$ cat src/hdl/lsd_pkg.sv
// lsd_pkg: shared types, codes and sizes of the lace size decoder
// used by lsd_div, lsd_dp, lsd_ctrl and block_lace_size_decoder; no dependencies
package lsd_pkg;

    localparam int LSD_MAX_LACES = 64;     // largest lace count accepted, 2 .. 256
    localparam int LSD_SIZE_W    = 32;     // block and lace size width
    localparam int LSD_CNT_W     = 9;      // lace count width
    localparam int LSD_ACC_W     = 57;     // varint with marker bit, up to eight bytes
    localparam int LSD_DIV_CW    = $clog2(LSD_SIZE_W);

    typedef enum logic [1:0] {
        MODE_NONE  = 2'd0,
        MODE_XIPH  = 2'd1,
        MODE_FIXED = 2'd2,
        MODE_EBML  = 2'd3
    } t_mode;

    typedef enum logic [1:0] {
        ERR_OK      = 2'd0,
        ERR_VARINT  = 2'd1,
        ERR_OVERRUN = 2'd2,
        ERR_COUNT   = 2'd3
    } t_err;

    // datapath register operations
    typedef enum logic [2:0] {
        OP_NONE,
        OP_HDR,
        OP_BYTE,
        OP_XIPH,
        OP_EBML,
        OP_RAW_SIZE,
        OP_RAW_ADD,
        OP_BIAS
    } t_op;

    // what the output register is loaded with
    typedef enum logic [2:0] {
        OUT_NONE,
        OUT_SIZE,
        OUT_REST,
        OUT_FIXED,
        OUT_WHOLE,
        OUT_FAIL
    } t_out_sel;

    typedef struct packed {
        t_op      op;
        t_out_sel out_sel;
        t_err     code;
        logic     div_start;
    } t_cmd;

    typedef struct packed {
        t_mode mode;
        logic  cnt_bad;
        logic  cnt_one;
        logic  hb_full;
        logic  first_zero;
        logic  byte_ff;
        logic  left_zero;
        logic  done_zero;
        logic  bias_fail;
        logic  over;
        logic  rest_next;
        logic  fix_last;
        logic  div_busy;
        logic  out_free;
    } t_stat;

endpackage

$ cat src/hdl/lsd_div.sv
// lsd_div: restoring divider, one quotient bit per cycle, for fixed lacing
// depends on lsd_pkg
module lsd_div
    import lsd_pkg::*;
(
    input  logic                  i_clk,
    input  logic                  i_rst_n,
    input  logic                  i_start,
    input  logic [LSD_SIZE_W-1:0] i_dividend,
    input  logic [LSD_CNT_W-1:0]  i_divisor,
    output logic                  o_busy,
    output logic [LSD_SIZE_W-1:0] o_quotient
);

    logic                  r_busy;
    logic [LSD_DIV_CW-1:0] r_cnt;
    logic [LSD_SIZE_W-1:0] r_q;
    logic [LSD_CNT_W-1:0]  r_rem;
    logic [LSD_CNT_W:0]    w_shift;
    logic                  w_take;

    assign w_shift = {r_rem, r_q[LSD_SIZE_W-1]};
    assign w_take  = (w_shift >= {1'b0, i_divisor});

    always_ff @(posedge i_clk) begin
        if (!i_rst_n) begin
            r_busy <= 1'b0;
            r_cnt  <= '0;
        end else if (i_start) begin
            r_busy <= 1'b1;
            r_cnt  <= '0;
        end else if (r_busy) begin
            r_cnt <= r_cnt + 1'b1;
            if (r_cnt == LSD_DIV_CW'(LSD_SIZE_W - 1)) begin
                r_busy <= 1'b0;
            end
        end
    end

    always_ff @(posedge i_clk) begin
        if (i_start) begin
            r_q   <= i_dividend;
            r_rem <= '0;
        end else if (r_busy) begin
            r_q <= {r_q[LSD_SIZE_W-2:0], w_take};
            if (w_take) begin
                r_rem <= LSD_CNT_W'(w_shift - {1'b0, i_divisor});
            end else begin
                r_rem <= w_shift[LSD_CNT_W-1:0];
            end
        end
    end

    assign o_busy     = r_busy;
    assign o_quotient = r_q;

endmodule

$ cat src/hdl/lsd_dp.sv
// lsd_dp: block registers, varint and size arithmetic, output register
// depends on lsd_pkg and lsd_div
module lsd_dp
    import lsd_pkg::*;
(
    input  logic                  i_clk,
    input  logic                  i_rst_n,
    input  t_cmd                  i_cmd,
    input  logic [1:0]            i_lacing_mode,
    input  logic [LSD_CNT_W-1:0]  i_lace_count,
    input  logic [LSD_SIZE_W-1:0] i_block_size,
    input  logic [7:0]            i_data_byte,
    input  logic                  i_out_ready,
    output t_stat                 o_stat,
    output logic                  o_valid,
    output logic [7:0]            o_lace_index,
    output logic [LSD_SIZE_W-1:0] o_lace_size,
    output logic                  o_last,
    output logic [1:0]            o_error
);

    t_mode                 r_mode;
    logic [LSD_CNT_W-1:0]  r_total;
    logic [LSD_CNT_W-1:0]  r_done;
    logic [LSD_SIZE_W-1:0] r_bs;
    logic [LSD_SIZE_W-1:0] r_hb;
    logic [LSD_SIZE_W:0]   r_hs;       // header bytes plus emitted sizes
    logic [LSD_ACC_W-1:0]  r_accum;
    logic [LSD_SIZE_W-1:0] r_prev;
    logic [3:0]            r_left;
    logic [3:0]            r_len;
    logic [7:0]            r_byte;
    logic [LSD_ACC_W-1:0]  r_size;
    logic [LSD_ACC_W-1:0]  r_tmp;

    logic                  r_valid;
    logic [7:0]            r_out_index;
    logic [LSD_SIZE_W-1:0] r_out_size;
    logic                  r_out_last;
    t_err                  r_out_error;

    logic [5:0]            w_mark_pos;
    logic [LSD_ACC_W-1:0]  w_raw;
    logic [LSD_ACC_W-1:0]  w_bias;
    logic [LSD_ACC_W-1:0]  w_xiph_sum;
    logic [LSD_ACC_W:0]    w_need;
    logic [3:0]            w_first_len;
    logic                  w_div_busy;
    logic [LSD_SIZE_W-1:0] w_quotient;
    logic                  w_fix_last;
    logic                  w_out_free;

    // varint length from the leading zeros of the first byte
    function automatic logic [3:0] lead_len(input logic [7:0] b);
        logic [3:0] len;
        len = 4'd8;
        for (int i = 0; i < 8; i++) begin
            if (b[i]) begin
                len = 4'(8 - i);
            end
        end
        return len;
    endfunction

    lsd_div u_div (
        .i_clk      (i_clk),
        .i_rst_n    (i_rst_n),
        .i_start    (i_cmd.div_start),
        .i_dividend (r_bs),
        .i_divisor  (r_total),
        .o_busy     (w_div_busy),
        .o_quotient (w_quotient)
    );

    assign w_first_len = lead_len(r_byte);
    assign w_mark_pos  = 6'(7 * r_len);
    assign w_raw       = r_accum & ~(LSD_ACC_W'(1) << w_mark_pos);
    assign w_bias      = (LSD_ACC_W'(1) << (w_mark_pos - 6'd1)) - LSD_ACC_W'(1);
    assign w_xiph_sum  = r_accum + LSD_ACC_W'(r_byte);
    assign w_need      = (LSD_ACC_W+1)'(r_hs) + {1'b0, r_size};
    assign w_fix_last  = (r_done == r_total - 1'b1);
    assign w_out_free  = !r_valid || i_out_ready;

    always_ff @(posedge i_clk) begin
        if (!i_rst_n) begin
            r_mode  <= MODE_NONE;
            r_total <= '0;
            r_done  <= '0;
            r_bs    <= '0;
            r_hb    <= '0;
            r_hs    <= '0;
            r_accum <= '0;
            r_prev  <= '0;
            r_left  <= '0;
            r_len   <= '0;
        end else begin
            case (i_cmd.op)
                OP_HDR: begin
                    r_mode  <= t_mode'(i_lacing_mode);
                    r_total <= i_lace_count;
                    r_bs    <= i_block_size;
                    r_done  <= '0;
                    r_hb    <= '0;
                    r_hs    <= '0;
                    r_accum <= '0;
                    r_prev  <= '0;
                    r_left  <= '0;
                end
                OP_XIPH: begin
                    r_hb    <= r_hb + 1'b1;
                    r_hs    <= r_hs + 1'b1;
                    r_accum <= w_xiph_sum;
                end
                OP_EBML: begin
                    r_hb <= r_hb + 1'b1;
                    r_hs <= r_hs + 1'b1;
                    if (r_left == 4'd0) begin
                        r_len   <= w_first_len;
                        r_left  <= w_first_len - 4'd1;
                        r_accum <= LSD_ACC_W'(r_byte);
                    end else begin
                        r_left  <= r_left - 4'd1;
                        r_accum <= {r_accum[LSD_ACC_W-9:0], r_byte};
                    end
                end
                default: begin
                end
            endcase
            case (i_cmd.out_sel)
                OUT_SIZE: begin
                    r_hs    <= r_hs + r_size[LSD_SIZE_W:0];
                    r_prev  <= r_size[LSD_SIZE_W-1:0];
                    r_done  <= r_done + 1'b1;
                    r_accum <= '0;
                end
                OUT_REST, OUT_FIXED: begin
                    r_done <= r_done + 1'b1;
                end
                default: begin
                end
            endcase
        end
    end

    // scratch registers, no reset needed
    always_ff @(posedge i_clk) begin
        case (i_cmd.op)
            OP_BYTE:     r_byte <= i_data_byte;
            OP_XIPH:     r_size <= w_xiph_sum;
            OP_RAW_SIZE: r_size <= w_raw;
            OP_RAW_ADD:  r_tmp  <= LSD_ACC_W'(r_prev) + w_raw;
            OP_BIAS:     r_size <= r_tmp - w_bias;
            default: begin
            end
        endcase
    end

    always_ff @(posedge i_clk) begin
        if (!i_rst_n) begin
            r_valid <= 1'b0;
        end else if (i_cmd.out_sel != OUT_NONE) begin
            r_valid <= 1'b1;
        end else if (i_out_ready) begin
            r_valid <= 1'b0;
        end
    end

    always_ff @(posedge i_clk) begin
        if (i_cmd.out_sel != OUT_NONE) begin
            r_out_index <= r_done[7:0];
            r_out_error <= ERR_OK;
            case (i_cmd.out_sel)
                OUT_SIZE: begin
                    r_out_size <= r_size[LSD_SIZE_W-1:0];
                    r_out_last <= 1'b0;
                end
                OUT_REST: begin
                    r_out_size <= LSD_SIZE_W'({1'b0, r_bs} - r_hs);
                    r_out_last <= 1'b1;
                end
                OUT_FIXED: begin
                    r_out_size <= w_quotient;
                    r_out_last <= w_fix_last;
                end
                OUT_WHOLE: begin
                    r_out_size <= r_bs;
                    r_out_last <= 1'b1;
                end
                default: begin
                    r_out_size  <= '0;
                    r_out_last  <= 1'b1;
                    r_out_error <= i_cmd.code;
                end
            endcase
        end
    end

    always_comb begin
        o_stat.mode       = r_mode;
        o_stat.cnt_bad    = (r_total == '0) || (r_total > LSD_CNT_W'(LSD_MAX_LACES));
        o_stat.cnt_one    = (r_total == LSD_CNT_W'(1));
        o_stat.hb_full    = (r_hb >= r_bs);
        o_stat.first_zero = (r_left == 4'd0) && (r_byte == 8'h00);
        o_stat.byte_ff    = (r_byte == 8'hff);
        o_stat.left_zero  = (r_left == 4'd0);
        o_stat.done_zero  = (r_done == '0);
        o_stat.bias_fail  = (r_tmp < w_bias);
        o_stat.over       = (w_need > (LSD_ACC_W+1)'(r_bs));
        o_stat.rest_next  = ((LSD_CNT_W+1)'(r_done) + 2'd2 >= (LSD_CNT_W+1)'(r_total));
        o_stat.fix_last   = w_fix_last;
        o_stat.div_busy   = w_div_busy;
        o_stat.out_free   = w_out_free;
    end

    assign o_valid      = r_valid;
    assign o_lace_index = r_out_index;
    assign o_lace_size  = r_out_size;
    assign o_last       = r_out_last;
    assign o_error      = r_out_error;

endmodule

$ cat src/hdl/lsd_ctrl.sv
// lsd_ctrl: sequencer for header decode, size-header bytes and result emission
// depends on lsd_pkg
module lsd_ctrl
    import lsd_pkg::*;
(
    input  logic  i_clk,
    input  logic  i_rst_n,
    input  logic  i_valid,
    input  logic  i_kind,
    input  t_stat i_stat,
    output logic  o_ready,
    output t_cmd  o_cmd
);

    typedef enum logic [3:0] {
        S_IDLE,
        S_PARSE,
        S_HDR,
        S_WHOLE,
        S_DIV,
        S_FIX,
        S_BYTE,
        S_EVAR,
        S_EBIAS,
        S_CHK,
        S_EMIT,
        S_REST,
        S_FAIL
    } t_state;

    t_state r_state, n_state;
    t_err   r_code, n_code;
    logic   r_ready, n_ready;

    always_comb begin
        n_state         = r_state;
        n_code          = r_code;
        o_cmd.op        = OP_NONE;
        o_cmd.out_sel   = OUT_NONE;
        o_cmd.code      = r_code;
        o_cmd.div_start = 1'b0;
        unique case (r_state)
            S_IDLE, S_PARSE: begin
                if (i_valid) begin
                    if (!i_kind) begin
                        o_cmd.op = OP_HDR;
                        n_state  = S_HDR;
                    end else if (r_state == S_PARSE) begin
                        o_cmd.op = OP_BYTE;
                        n_state  = S_BYTE;
                    end
                end
            end
            S_HDR: begin
                if (i_stat.mode == MODE_NONE) begin
                    n_state = S_WHOLE;
                end else if (i_stat.cnt_bad) begin
                    n_code  = ERR_COUNT;
                    n_state = S_FAIL;
                end else if (i_stat.mode == MODE_FIXED) begin
                    o_cmd.div_start = 1'b1;
                    n_state         = S_DIV;
                end else if (i_stat.cnt_one) begin
                    n_state = S_WHOLE;
                end else begin
                    n_state = S_PARSE;
                end
            end
            S_WHOLE: begin
                if (i_stat.out_free) begin
                    o_cmd.out_sel = OUT_WHOLE;
                    n_state       = S_IDLE;
                end
            end
            S_DIV: begin
                if (!i_stat.div_busy) begin
                    n_state = S_FIX;
                end
            end
            S_FIX: begin
                if (i_stat.out_free) begin
                    o_cmd.out_sel = OUT_FIXED;
                    if (i_stat.fix_last) begin
                        n_state = S_IDLE;
                    end
                end
            end
            S_BYTE: begin
                if (i_stat.hb_full) begin
                    n_code  = ERR_OVERRUN;
                    n_state = S_FAIL;
                end else if (i_stat.mode == MODE_XIPH) begin
                    o_cmd.op = OP_XIPH;
                    n_state  = S_CHK;
                end else if (i_stat.first_zero) begin
                    n_code  = ERR_VARINT;
                    n_state = S_FAIL;
                end else begin
                    o_cmd.op = OP_EBML;
                    n_state  = S_EVAR;
                end
            end
            S_EVAR: begin
                if (!i_stat.left_zero) begin
                    n_state = S_PARSE;
                end else if (i_stat.done_zero) begin
                    o_cmd.op = OP_RAW_SIZE;
                    n_state  = S_CHK;
                end else begin
                    o_cmd.op = OP_RAW_ADD;
                    n_state  = S_EBIAS;
                end
            end
            S_EBIAS: begin
                if (i_stat.bias_fail) begin
                    n_code  = ERR_VARINT;
                    n_state = S_FAIL;
                end else begin
                    o_cmd.op = OP_BIAS;
                    n_state  = S_CHK;
                end
            end
            S_CHK: begin
                if (i_stat.over) begin
                    n_code  = ERR_OVERRUN;
                    n_state = S_FAIL;
                end else if (i_stat.mode == MODE_XIPH && i_stat.byte_ff) begin
                    n_state = S_PARSE;
                end else begin
                    n_state = S_EMIT;
                end
            end
            S_EMIT: begin
                if (i_stat.out_free) begin
                    o_cmd.out_sel = OUT_SIZE;
                    n_state       = i_stat.rest_next ? S_REST : S_PARSE;
                end
            end
            S_REST: begin
                if (i_stat.out_free) begin
                    o_cmd.out_sel = OUT_REST;
                    n_state       = S_IDLE;
                end
            end
            S_FAIL: begin
                if (i_stat.out_free) begin
                    o_cmd.out_sel = OUT_FAIL;
                    n_state       = S_IDLE;
                end
            end
            default: begin
                n_state = S_IDLE;
            end
        endcase
        n_ready = (n_state == S_IDLE) || (n_state == S_PARSE);
    end

    always_ff @(posedge i_clk) begin
        if (!i_rst_n) begin
            r_state <= S_IDLE;
            r_code  <= ERR_OK;
            r_ready <= 1'b1;
        end else begin
            r_state <= n_state;
            r_code  <= n_code;
            r_ready <= n_ready;
        end
    end

    assign o_ready = r_ready;

endmodule

$ cat src/hdl/block_lace_size_decoder.sv
// block_lace_size_decoder: lace size decoder top, lsd_ctrl sequencer plus lsd_dp datapath
// a header gives the whole block or an error after decode (none, single lace, bad count);
// fixed lacing runs the divider, then one size per cycle unless the output stalls
// a size-header byte holds the input: byte, varint, bias, overrun check, emit, rest
// synchronous active-low reset returns to idle, no block open, output register empty
// depends on lsd_pkg, lsd_ctrl, lsd_dp, lsd_div
module block_lace_size_decoder
    import lsd_pkg::*;
(
    input  logic        i_clk,
    input  logic        i_rst_n,
    // input transaction channel
    input  logic        i_valid,
    output logic        o_ready,
    input  logic        i_kind,
    input  logic [1:0]  i_lacing_mode,
    input  logic [8:0]  i_lace_count,
    input  logic [31:0] i_block_size,
    input  logic [7:0]  i_data_byte,
    // result transaction channel
    output logic        o_valid,
    input  logic        i_ready,
    output logic [7:0]  o_lace_index,
    output logic [31:0] o_lace_size,
    output logic        o_last,
    output logic [1:0]  o_error
);

    // command and status between sequencer and datapath
    t_cmd  w_cmd;
    t_stat w_stat;

    // sequencer: accepts transactions only while idle or waiting for a size-header
    // byte; results wait in the datapath output register so a new transaction
    // can be taken while the last result is still unclaimed
    lsd_ctrl u_ctrl (
        .i_clk   (i_clk),
        .i_rst_n (i_rst_n),
        .i_valid (i_valid),
        .i_kind  (i_kind),
        .i_stat  (w_stat),
        .o_ready (o_ready),
        .o_cmd   (w_cmd)
    );

    // datapath: header registers, xiph run sum, ebml varint and bias, fixed divider
    lsd_dp u_dp (
        .i_clk         (i_clk),
        .i_rst_n       (i_rst_n),
        .i_cmd         (w_cmd),
        .i_lacing_mode (i_lacing_mode),
        .i_lace_count  (i_lace_count),
        .i_block_size  (i_block_size),
        .i_data_byte   (i_data_byte),
        .i_out_ready   (i_ready),
        .o_stat        (w_stat),
        .o_valid       (o_valid),
        .o_lace_index  (o_lace_index),
        .o_lace_size   (o_lace_size),
        .o_last        (o_last),
        .o_error       (o_error)
    );

`ifndef SYNTHESIS
    // a result is only loaded when the output register is free
    a_emit_free: assert property (@(posedge i_clk) disable iff (!i_rst_n)
        (w_cmd.out_sel != OUT_NONE) |-> w_stat.out_free)
        else $error("result loaded into a full output register");

    // an error result closes the block with a zero size
    a_err_last: assert property (@(posedge i_clk) disable iff (!i_rst_n)
        (o_valid && (o_error != ERR_OK)) |-> (o_last && (o_lace_size == '0)))
        else $error("error result not final or with nonzero size");

    // a header transaction always blocks the input for decode
    a_hdr_busy: assert property (@(posedge i_clk) disable iff (!i_rst_n)
        (i_valid && o_ready && !i_kind) |=> !o_ready)
        else $error("input ready right after a header transaction");
`endif

endmodule

$ cat config.mk
export PLATFORM = sky130hd
export DESIGN_NAME = block_lace_size_decoder
export DESIGN_NICKNAME = d
export VERILOG_FILES = /design/src/hdl/lsd_pkg.sv /design/src/hdl/lsd_div.sv /design/src/hdl/lsd_dp.sv /design/src/hdl/lsd_ctrl.sv /design/src/hdl/block_lace_size_decoder.sv
export SDC_FILE = /design/constraint.sdc
export NUM_CORES = 1
export LEC_CHECK = 0
export ABC_AREA = 1
export BUFFER_PORTS_ARGS = -buffer_cell sky130_fd_sc_hd__buf_2
export CAP_MARGIN = 20
export CORE_MARGIN = 1
export CORE_UTILIZATION = 25
export CTS_CLUSTER_SIZE = 12
export DETAILED_ROUTE_END_ITERATION = 6
export PLACE_DENSITY = 0.45
export SYNTH_ARGS = -nofsm -noshare
export SYNTH_HDL_FRONTEND = slang
export SYNTH_SLANG_ARGS = --single-unit
$ cat constraint.sdc
create_clock -name i_clk -period 10.3 [get_ports i_clk]
set_input_delay 3.09 -clock i_clk [delete_from_list [all_inputs] [get_ports i_clk]]
set_output_delay 3.09 -clock i_clk [all_outputs]
set_load 0.01 [all_outputs]
-- Word level (Yosys, flattened, before mapping)
Index checks and enable logic that the tools add are counted.
- muxes and demuxes: 79
- bitwise operators: 3
- equal/unequal tests: 36
- $add $sub $neg: 17
- reductions and logical operators: 33
- magnitude comparators: 6
- shifts and indexed selects: 2
- $mul: 1
- operators by type and width (kind ; number):
    $pmux W57 S3 ; 2
    $mux W32 ; 4
    $pmux W32 S4 ; 1
    $shl A1 B6 Y57 const A ; 2
    $mux W4 ; 26
    $pmux W33 S2 ; 1
    $pmux W32 S2 ; 1
    $add A33 B57 Y58 ; 1
    $gt A58 B32 Y1 ; 1
    $add A32 B57 Y57 ; 1
    $add A57 B8 Y57 ; 1
    $and A57 B57 Y57 ; 1
    $lt A57 B57 Y1 ; 1
    $mux W57 ; 1
    $not A57 Y57 ; 1
    $sub A57 B2 Y57 const B ; 1
    $sub A57 B57 Y57 ; 1
    $pmux W4 S10 ; 1
    $add A33 B1 Y33 const B ; 1
    $add A33 B33 Y33 ; 1
    $mux W33 ; 1
    $add A32 B1 Y32 const B ; 1
    $ge A32 B32 Y1 ; 1
    $sub A32 B32 Y32 ; 1
    other kinds (52) ; 123
- bits of input ports: 56
- logic and storage cells: 202
- bits in registers: 434
- output and inout bits: 45

-- Logic depth before layout (Yosys ltp)
Gate-level depths: netlist of the first run.
- word-level depth: 11
- mapped depth: 43
- depth with buffers taken out: 42

-- Hierarchy
From an unflattened synthesis of the first run, not the netlist that was laid out.
- cells, all modules: 6177
- area total of the unflattened synthesis: 39205.1 um2
- by module, submodules not included (module ; times used ; seq. area each (um2) ; cells an instance ; area an instance (um2)):
    lsd_dp ; 1 ; 9258.9 ; 5677 ; 35758.0
    lsd_div ; 1 ; 1261.2 ; 339 ; 2643.8
    lsd_ctrl ; 1 ; 140.1 ; 161 ; 803.3

-- Least setup slack after synthesis of the first run
Ideal clock, no wire load.
- path type: register to register
- from: reg u_dp.r_len[1]
- to: reg u_dp.r_size[0], enable pin
- slack: 2.668 ns
- arrival: 7.216 ns
- setup time: 0.416 ns
- clock period less this slack: 7.632 ns
- required time: 9.884 ns
- stages on the path, launching flop included: 40
- buffers on the path: 3
- path through: dfxtp_1 -> inv_1 -> fa_1 -> inv_1 -> ha_1 -> fa_1 -> inv_2 -> nand2_2 -> nor2_4 -> inv_4 -> xor2_4 -> buf_6 -> buf_6 -> nand2_1 -> ha_1 -> nand2_1 -> nor2_2 -> nand3_2 -> (+4 left out) -> nor3_1 -> xor2_1 -> ha_1 -> nand2_1 -> nor2_1 -> inv_1 -> nor3_1 -> a21oi_1 -> o21ai_0 -> nand2_1 -> nand2_1 -> nand3_1 -> nand2_1 -> nand2_1 -> o21ai_2 -> inv_1 -> clkbuf_1 -> nand2_1
- longest elaborated chain between the ends: 9
- elaborated cells on any way between the ends: 11
- classes of those cells: add/sub (2); mul (1); order compare (1); eq/ne (3); shift (1); mux (2); reduce/logical (1)
- RTL lines (item ; line ; text):
    start, declared ; lsd_dp.sv:31 ; logic [3:0] r_len;
    start signal, assigned ; lsd_dp.sv:118 ; r_len <= w_first_len;
    $mul A3 B4 Y6 * ; lsd_dp.sv:76 ; assign w_mark_pos = 6'(7 * r_len);
    $sub A6 B1 Y6 * ; lsd_dp.sv:78 ; assign w_bias = (LSD_ACC_W'(1) << (w_mark_pos - 6'd1)) - LSD_ACC_W'(1);
    $shl A1 B6 Y57 * ; lsd_dp.sv:78 ;
    $sub A57 B2 Y57 * ; lsd_dp.sv:78 ;
    $lt A57 B57 Y1 * ; lsd_dp.sv:207 ; o_stat.bias_fail = (r_tmp < w_bias);
    $mux W3 * ; lsd_ctrl.sv:115 ; if (i_stat.bias_fail) begin
    $pmux W3 S4 * ; lsd_ctrl.sv:42 ; unique case (r_state)
    $eq A3 B2 Y1 or $eq A3 B3 Y1 (tied branches) ; lsd_dp.sv:147 ; case (i_cmd.op)
    $reduce_bool A3 Y1 (no source line) * ; - ;
    end signal, assigned ; lsd_dp.sv:149 ; OP_XIPH: r_size <= w_xiph_sum;
    end signal, assigned ; lsd_dp.sv:150 ; OP_RAW_SIZE: r_size <= w_raw;
    end signal, assigned ; lsd_dp.sv:152 ; OP_BIAS: r_size <= r_tmp - w_bias;
    end, declared ; lsd_dp.sv:33 ; logic [LSD_ACC_W-1:0] r_size;
Every way passes the cells marked *; elsewhere a longest branch is shown, timed or not.
A chain may end at the register's enable or synchronous reset.

-- Worst setup path after layout of the first run
- from: reg u_dp.r_len[1]
- to: reg u_dp.r_size[13], enable pin
Same word-level chain as after synthesis.

==> results.tsv, run 1 <==
metric	value	unit
number of CTS-inserted buffers	55	
WP depth	39	
slowest CP cell	o21ai_0	
max-slew violation count	0	
layout cells sized above 1	5.77	%
CTS tree	yes	
PortBufs	100	
TNS Setup	0	ns
Final Util	28.5	%
status	complete, no violations	
endpoint class of the critical path	flop	
worst-margin pin slew	1.12	ns
P_leak	18.7	nW
diodes inserted	0	
drt drc	0	
fin area	41600	sq um
placed instance area	39600	sq um
final worst setup slack	1.49	ns
share of the synthesized area in the top cell type	16.0	%
nets@finish	5887	
pre-CTS setup slack	1.55	ns
vias in the first global route	35500	
worst path required time	10.56	ns
Post-synth EDFFs	197	
final wirelength	160000	um
Setup Buffers After CTS	0	
global-route wire length before repair	234000	um
Cell Rows	140	
io pins	101	
fmax	0.113	GHz
hold_buf cts	0	
CP Max Fanout	45	
DR pass1 iterations	6	
maxcap violations	0	
vias per std cell	4.98	
Clock Sinks	434	
clk root buf	clkbuf_16	
Synth Instances	5504	
CTS resizes	0	
#FFs+latches synth	434	
die area	149000	sq um
Final Hold Vio Count	0	
Layout area overhead	12.6	%
core area	146000	sq um
Internal Power	3.96	mW
Starting Density	25.3	%
sequential fraction of the synthesis area	28.9	%
worst skew pair latency	0.70	ns
HPWL Detailed	132000	um
DRT iter0 DRCs	3528	
Flop pwr share	29.5	%
Synth area leaders	edfxtp_1 (16%), nand2_1 (15%), dfxtp_1 (13%)	
switching power	2.73	mW
syn nets	5837	
initial antenna violation count	4	
most frequent cells after synthesis	nand2_1 (1434), inv_1 (744), nor2_1 (573), a21oi_1 (427), nand3_1 (279)	
most instantiated library cell after synthesis	nand2_1	
final setup fails	0	
Cell Pwr Density	161	nW/um^2
largest net degree at the start of global routing	68	
All-Layer GR Usage	20.8	%
critical path's largest stage delay	0.60	ns
CP delay by family, top	simple AND/OR/NAND/NOR gates	
Switching Share	40.8	%
Hold/Removal Path Class	reg -> reg	
Synth cell types	64	
die width	386	um
Hold Crit Depth	2	
post-layout min period	8.81	ns
Layout Skew	0.0838	ns
yosys warns	0	
Max-slew headroom	24.8	%
post-synthesis cell area	37000	sq um
total grt overflow	0	
die height	386	um
CTS Buffer Depth	3	
critical path startpoint category	flop	
CTS H-tree lvls	2	
Comb pwr share	38.5	%
Crit path buffers/inverters	9	
Post-DRT Antenna Nets	0	
syn avg cell area	6.71	sq um
final RePlAce weighted congestion	1.00	
worst r2r path cells	39	
via count	37400	
worst endpoint data arrival time	9.08	ns
post-synth top area cell	edfxtp_1	
Max VDD drop	145	uV
unrepaired setup endpoints after global routing	no	
FFs w/ async S/R, synth	0	%
Worst Setup Path Type	reg -> reg	
WL per Instance	21.3	um
fin crit share	85.5	%
CTS clk-pin slew, worst paths	0.06	ns
Clock Power Share	32.0	%
main flop type after synthesis	dfxtp_1	
[kinds of logic after synthesis]
logic type | after synthesis | synth area share, %
adder cells (fa/ha/maj) | 277 | 9.58
XOR/XNOR | 286 | 6.90
buffers and inverters | 895 | 9.27
AO/OA/AOI/OAI | 978 | 15.2
AND/OR/NAND/NOR | 2632 | 30.1
flip-flops | 434 | 28.9
multiplexers | 2 | 0.0542
[power by group through the flow]
| stage | registers [mW] | logic [mW] | clock network [mW] |
|---|---|---|---|
| final | 1.97 | 2.58 | 2.14 |
| after global routing | 1.98 | 2.86 | 2.24 |
| after CTS | 1.97 | 2.56 | 2.18 |
| after detailed placement | 2.01 | 2.54 | 0 |
| after global placement | 2.01 | 2.55 | 0 |
| after floorplan | 1.98 | 1.79 | 0 |
[sequential cells by signal (all words and copies together), names as in the netlist, 33 cells and up]
signal,flops
u_dp.r_size,57
u_dp.r_tmp,57
u_dp.r_hs,33
u_dp.r_accum,57
[cell type report]
class	count	area, sq um
timing repair buffer	128	753
multi-input combinational	4175	22900
inverter	760	2860
fill	16400	104000
tap	1917	2400
sequential	434	10700
clock inverter	33	393
clock buffer	70	1610
[worst min-delay path, delay by kind of cell, from the launching register on]
family	cells	cell delay [ns]
AO/OA/AOI/OAI	1	0.05
flip-flops	1	0.31
AND/OR/NAND/NOR	1	0.06
[cells in the final DEF (no fill, tap or decap), types with 7 or more instances in the layout]
master and count:
fa_1 10, inv_2 11, a21boi_0 13, a22oi_1 31, xor2_1 213, nor3_1 123
o21ai_0 248, o22ai_1 16, nor4_1 40, nor2_4 9, ha_1 267, nor2_1 567
a31oi_1 41, and3_1 7, o221ai_1 41, nand2_2 8, a211oi_1 8, clkinv_2 10
nand3_1 279, buf_2 101, clkbuf_16 59, buf_4 23, dfxtp_1 237, clkbuf_8 9
nand2_1 1430, o211ai_1 69, or2_2 34, a21o_1 17, o31ai_1 7, nor2_2 9
xnor2_1 70, nand4_1 80, nand3b_1 15, o21bai_1 19, o21a_1 23, clkinv_1 7
edfxtp_1 197, inv_1 743, a21oi_1 427
[per-layer routing]
layer	global-route usage, %	up-vias	wire length [um]
li1	-	18400	-
met1	28.5	17700	73100
met2	33.8	1199	72000
met3	2.18	219	9330
met4	6.74	2	5330
met5	0	-	7
[final timing paths]
path | startpoint | end | slack, ns
setup / recovery | u_dp.r_len[1] | u_dp.r_size[13] | 1.49
hold / removal | u_ctrl.r_code[0] | u_ctrl.r_code[0] | 0.47
setup reg to reg | u_dp.r_len[1] | u_dp.r_size[13] | 1.49
hold reg to reg | u_ctrl.r_code[0] | u_ctrl.r_code[0] | 0.47
[stage by stage]
step                hold WS [ns]  std cells  total power, mW
finish                     0.470       7517             6.69
global route               0.498       7517             7.08
CTS                        0.470       7514             6.71
detailed placement         0.459       7411             4.55
global placement           0.454       7409             4.56
floorplan                  0.406       5504             3.77
Note: power is estimated with default switching activity, not from simulation.
==> inputs of run 2 (changes only) <==
- BUFFER_PORTS_ARGS: -buffer_cell sky130_fd_sc_hd__buf_2 -> -buffer_cell sky130_fd_sc_hd__buf_4
==> run 2 against run 1 <==
Net effect: via count is 0.85% lower; worst setup slack better by 0.33 ns; combinational power hardly changed; sequential power hardly changed; global-route usage is 0.42 points higher; sequential share of layout area is 0.13 points lower; fmax is 3.9% higher; power is 0.25% lower; clock power is 2% lower; die area stayed put; critical path depth stayed put; clock-buffer cell count is 4 lower; largest cell class unchanged.
==> results.tsv, run 2 (synthesized netlist as in run 1, its figures left out) <==
metric	value	unit	change
worst endpoint data arrival time	9.03	ns	was 9.08 ns
slowest CP cell	inv_1		was o21ai_0
vias per std cell	4.94		was 4.98
Layout Skew	0.0956	ns	was 0.0838 ns
Max-slew headroom	27.7	%	was 24.8%
most frequent cells in the layout	nand2_1 (1430), inv_1 (743), nor2_1 (567)		unchanged
maxcap violations	0		unchanged
top flop regs	u_dp.r_accum x57, u_dp.r_size x57, u_dp.r_tmp x57		unchanged
CP Max Fanout	47		was 45
PortBufs	100		unchanged
Cell Pwr Density	160	nW/um^2	was 161 nW/um^2
final wirelength	163000	um	was 160000 um
die width	386	um	unchanged
P_leak	18.7	nW	about the same
DRT iter0 DRCs	3403		was 3528
# fillers	16300		was 16400
fin area	41800	sq um	was 41600 sq um
HPWL Detailed	135000	um	was 132000 um
unrepaired setup endpoints after global routing	no		unchanged
status	complete, no violations		unchanged
layout cells sized above 1	5.68	%	was 5.77%
fmax	0.118	GHz	was 0.113 GHz
largest net degree at the start of global routing	76		was 68
clk root buf	clkbuf_16		unchanged
max-slew violation count	0		unchanged
fin crit share	82.4	%	was 85.5%
critical path startpoint category	flop		unchanged
Final Hold Vio Count	0		unchanged
die height	386	um	unchanged
endpoint class of the critical path	flop		unchanged
DR pass1 iterations	6		unchanged
placed instance area	39800	sq um	was 39600 sq um
critical path's largest stage delay	0.73	ns	was 0.60 ns
WL per Instance	21.6	um	was 21.3 um
CTS clk-pin slew, worst paths	0.06	ns	about the same
worst-margin pin slew	1.08	ns	was 1.12 ns
Clock Sinks	434		unchanged
most common cell after layout, fill and taps aside	nand2_1		unchanged
worst path required time	10.84	ns	was 10.56 ns
CTS resizes	0		unchanged
Hold/Removal Path Class	reg -> reg		unchanged
drt drc	0		unchanged
final RePlAce weighted congestion	0.980		was 1.00
via count	37100		was 37400
core area	146000	sq um	unchanged
die area	149000	sq um	unchanged
hold_buf cts	0		unchanged
Layout area overhead	13.2	%	was 12.6%
Max VDD drop	160	uV	was 145 uV
initial antenna violation count	0		was 4
TNS Setup	0	ns	unchanged
nets@finish	5886		was 5887
worst skew pair latency	0.71	ns	was 0.70 ns
CTS tree	yes		unchanged
Starting Density	25.3	%	unchanged
vias in the first global route	35400		was 35500
Worst Setup Path Type	reg -> reg		unchanged
All-Layer GR Usage	21.2	%	was 20.8%
Fin Hold WS	0.475	ns	was 0.470 ns
Post-DRT Antenna Nets	0		unchanged
CTS Buffer Depth	3		unchanged
number of CTS-inserted buffers	55		unchanged
Setup Buffers After CTS	0		unchanged
total grt overflow	0		unchanged
Cell Rows	140		unchanged
diodes inserted	0		unchanged
final setup fails	0		unchanged
global-route wire length before repair	237000	um	was 234000 um
CTS H-tree lvls	2		unchanged
io pins	101		unchanged
post-layout min period	8.48	ns	was 8.81 ns
-- run 2: power breakdown --
group,internal [mW],switching (mW),leakage (nW)
logic,0.827,1.78,14.1
registers,1.89,0.0871,3.65
clock network,1.21,0.889,0.933
-- run 2: path summary, 6_finish.rpt --
| path | from | end | slack, ns | cells after the start |
|---|---|---|---|---|
| max | u_dp.r_len[1] | u_dp.r_size[46] | 1.82 | 39 |
| min | u_ctrl.r_code[1] | u_ctrl.r_code[1] | 0.48 | 2 |
| max reg2reg | u_dp.r_len[1] | u_dp.r_size[46] | 1.82 | 39 |
| min reg2reg | u_ctrl.r_code[1] | u_ctrl.r_code[1] | 0.48 | 2 |
-- run 2: layout make-up --
type / instances / area [sq um] / share of cell area [%]
well taps: 1917 / 2400 / 5.74
multi-input cells: 4175 / 22900 / 54.8
clock buffers: 66 / 1470 / 3.51
flip-flops and latches: 434 / 10700 / 25.5
clock inverters: 38 / 470 / 1.12
repair buffers: 127 / 1030 / 2.47
inverters: 760 / 2860 / 6.85
-- run 2: through the flow --
stage,utilization (%),setup slack (ns),total power [mW],cells
after CTS,28.6,1.38,6.70,7514
after global placement,27.2,1.53,4.59,7409
after global routing,28.6,1.40,7.08,7517
after detailed placement,27.3,1.35,4.58,7410
final,28.6,1.82,6.68,7517
after floorplan,-,2.67,3.77,5504
-- run 2: layer usage --
metal | vias to the layer above | part of all wire [%] | GRT usage (%)
li1 | 18400 | - | -
met1 | 17600 | 47 | 29.3
met2 | 975 | 45 | 34.4
met3 | 194 | 4.6 | 1.82
met4 | 0 | 3.4 | 6.99
met5 | - | 0 | 0
-- run 2: worst max-delay path: cells and delay by family, from the launching register on --
family	cells	cell delay (ns)
compound gates	3	0.87
simple gates	20	2.56
xor+xnor	2	0.57
buf+inv	9	1.96
flops	1	0.43
fa+ha+maj	5	1.94
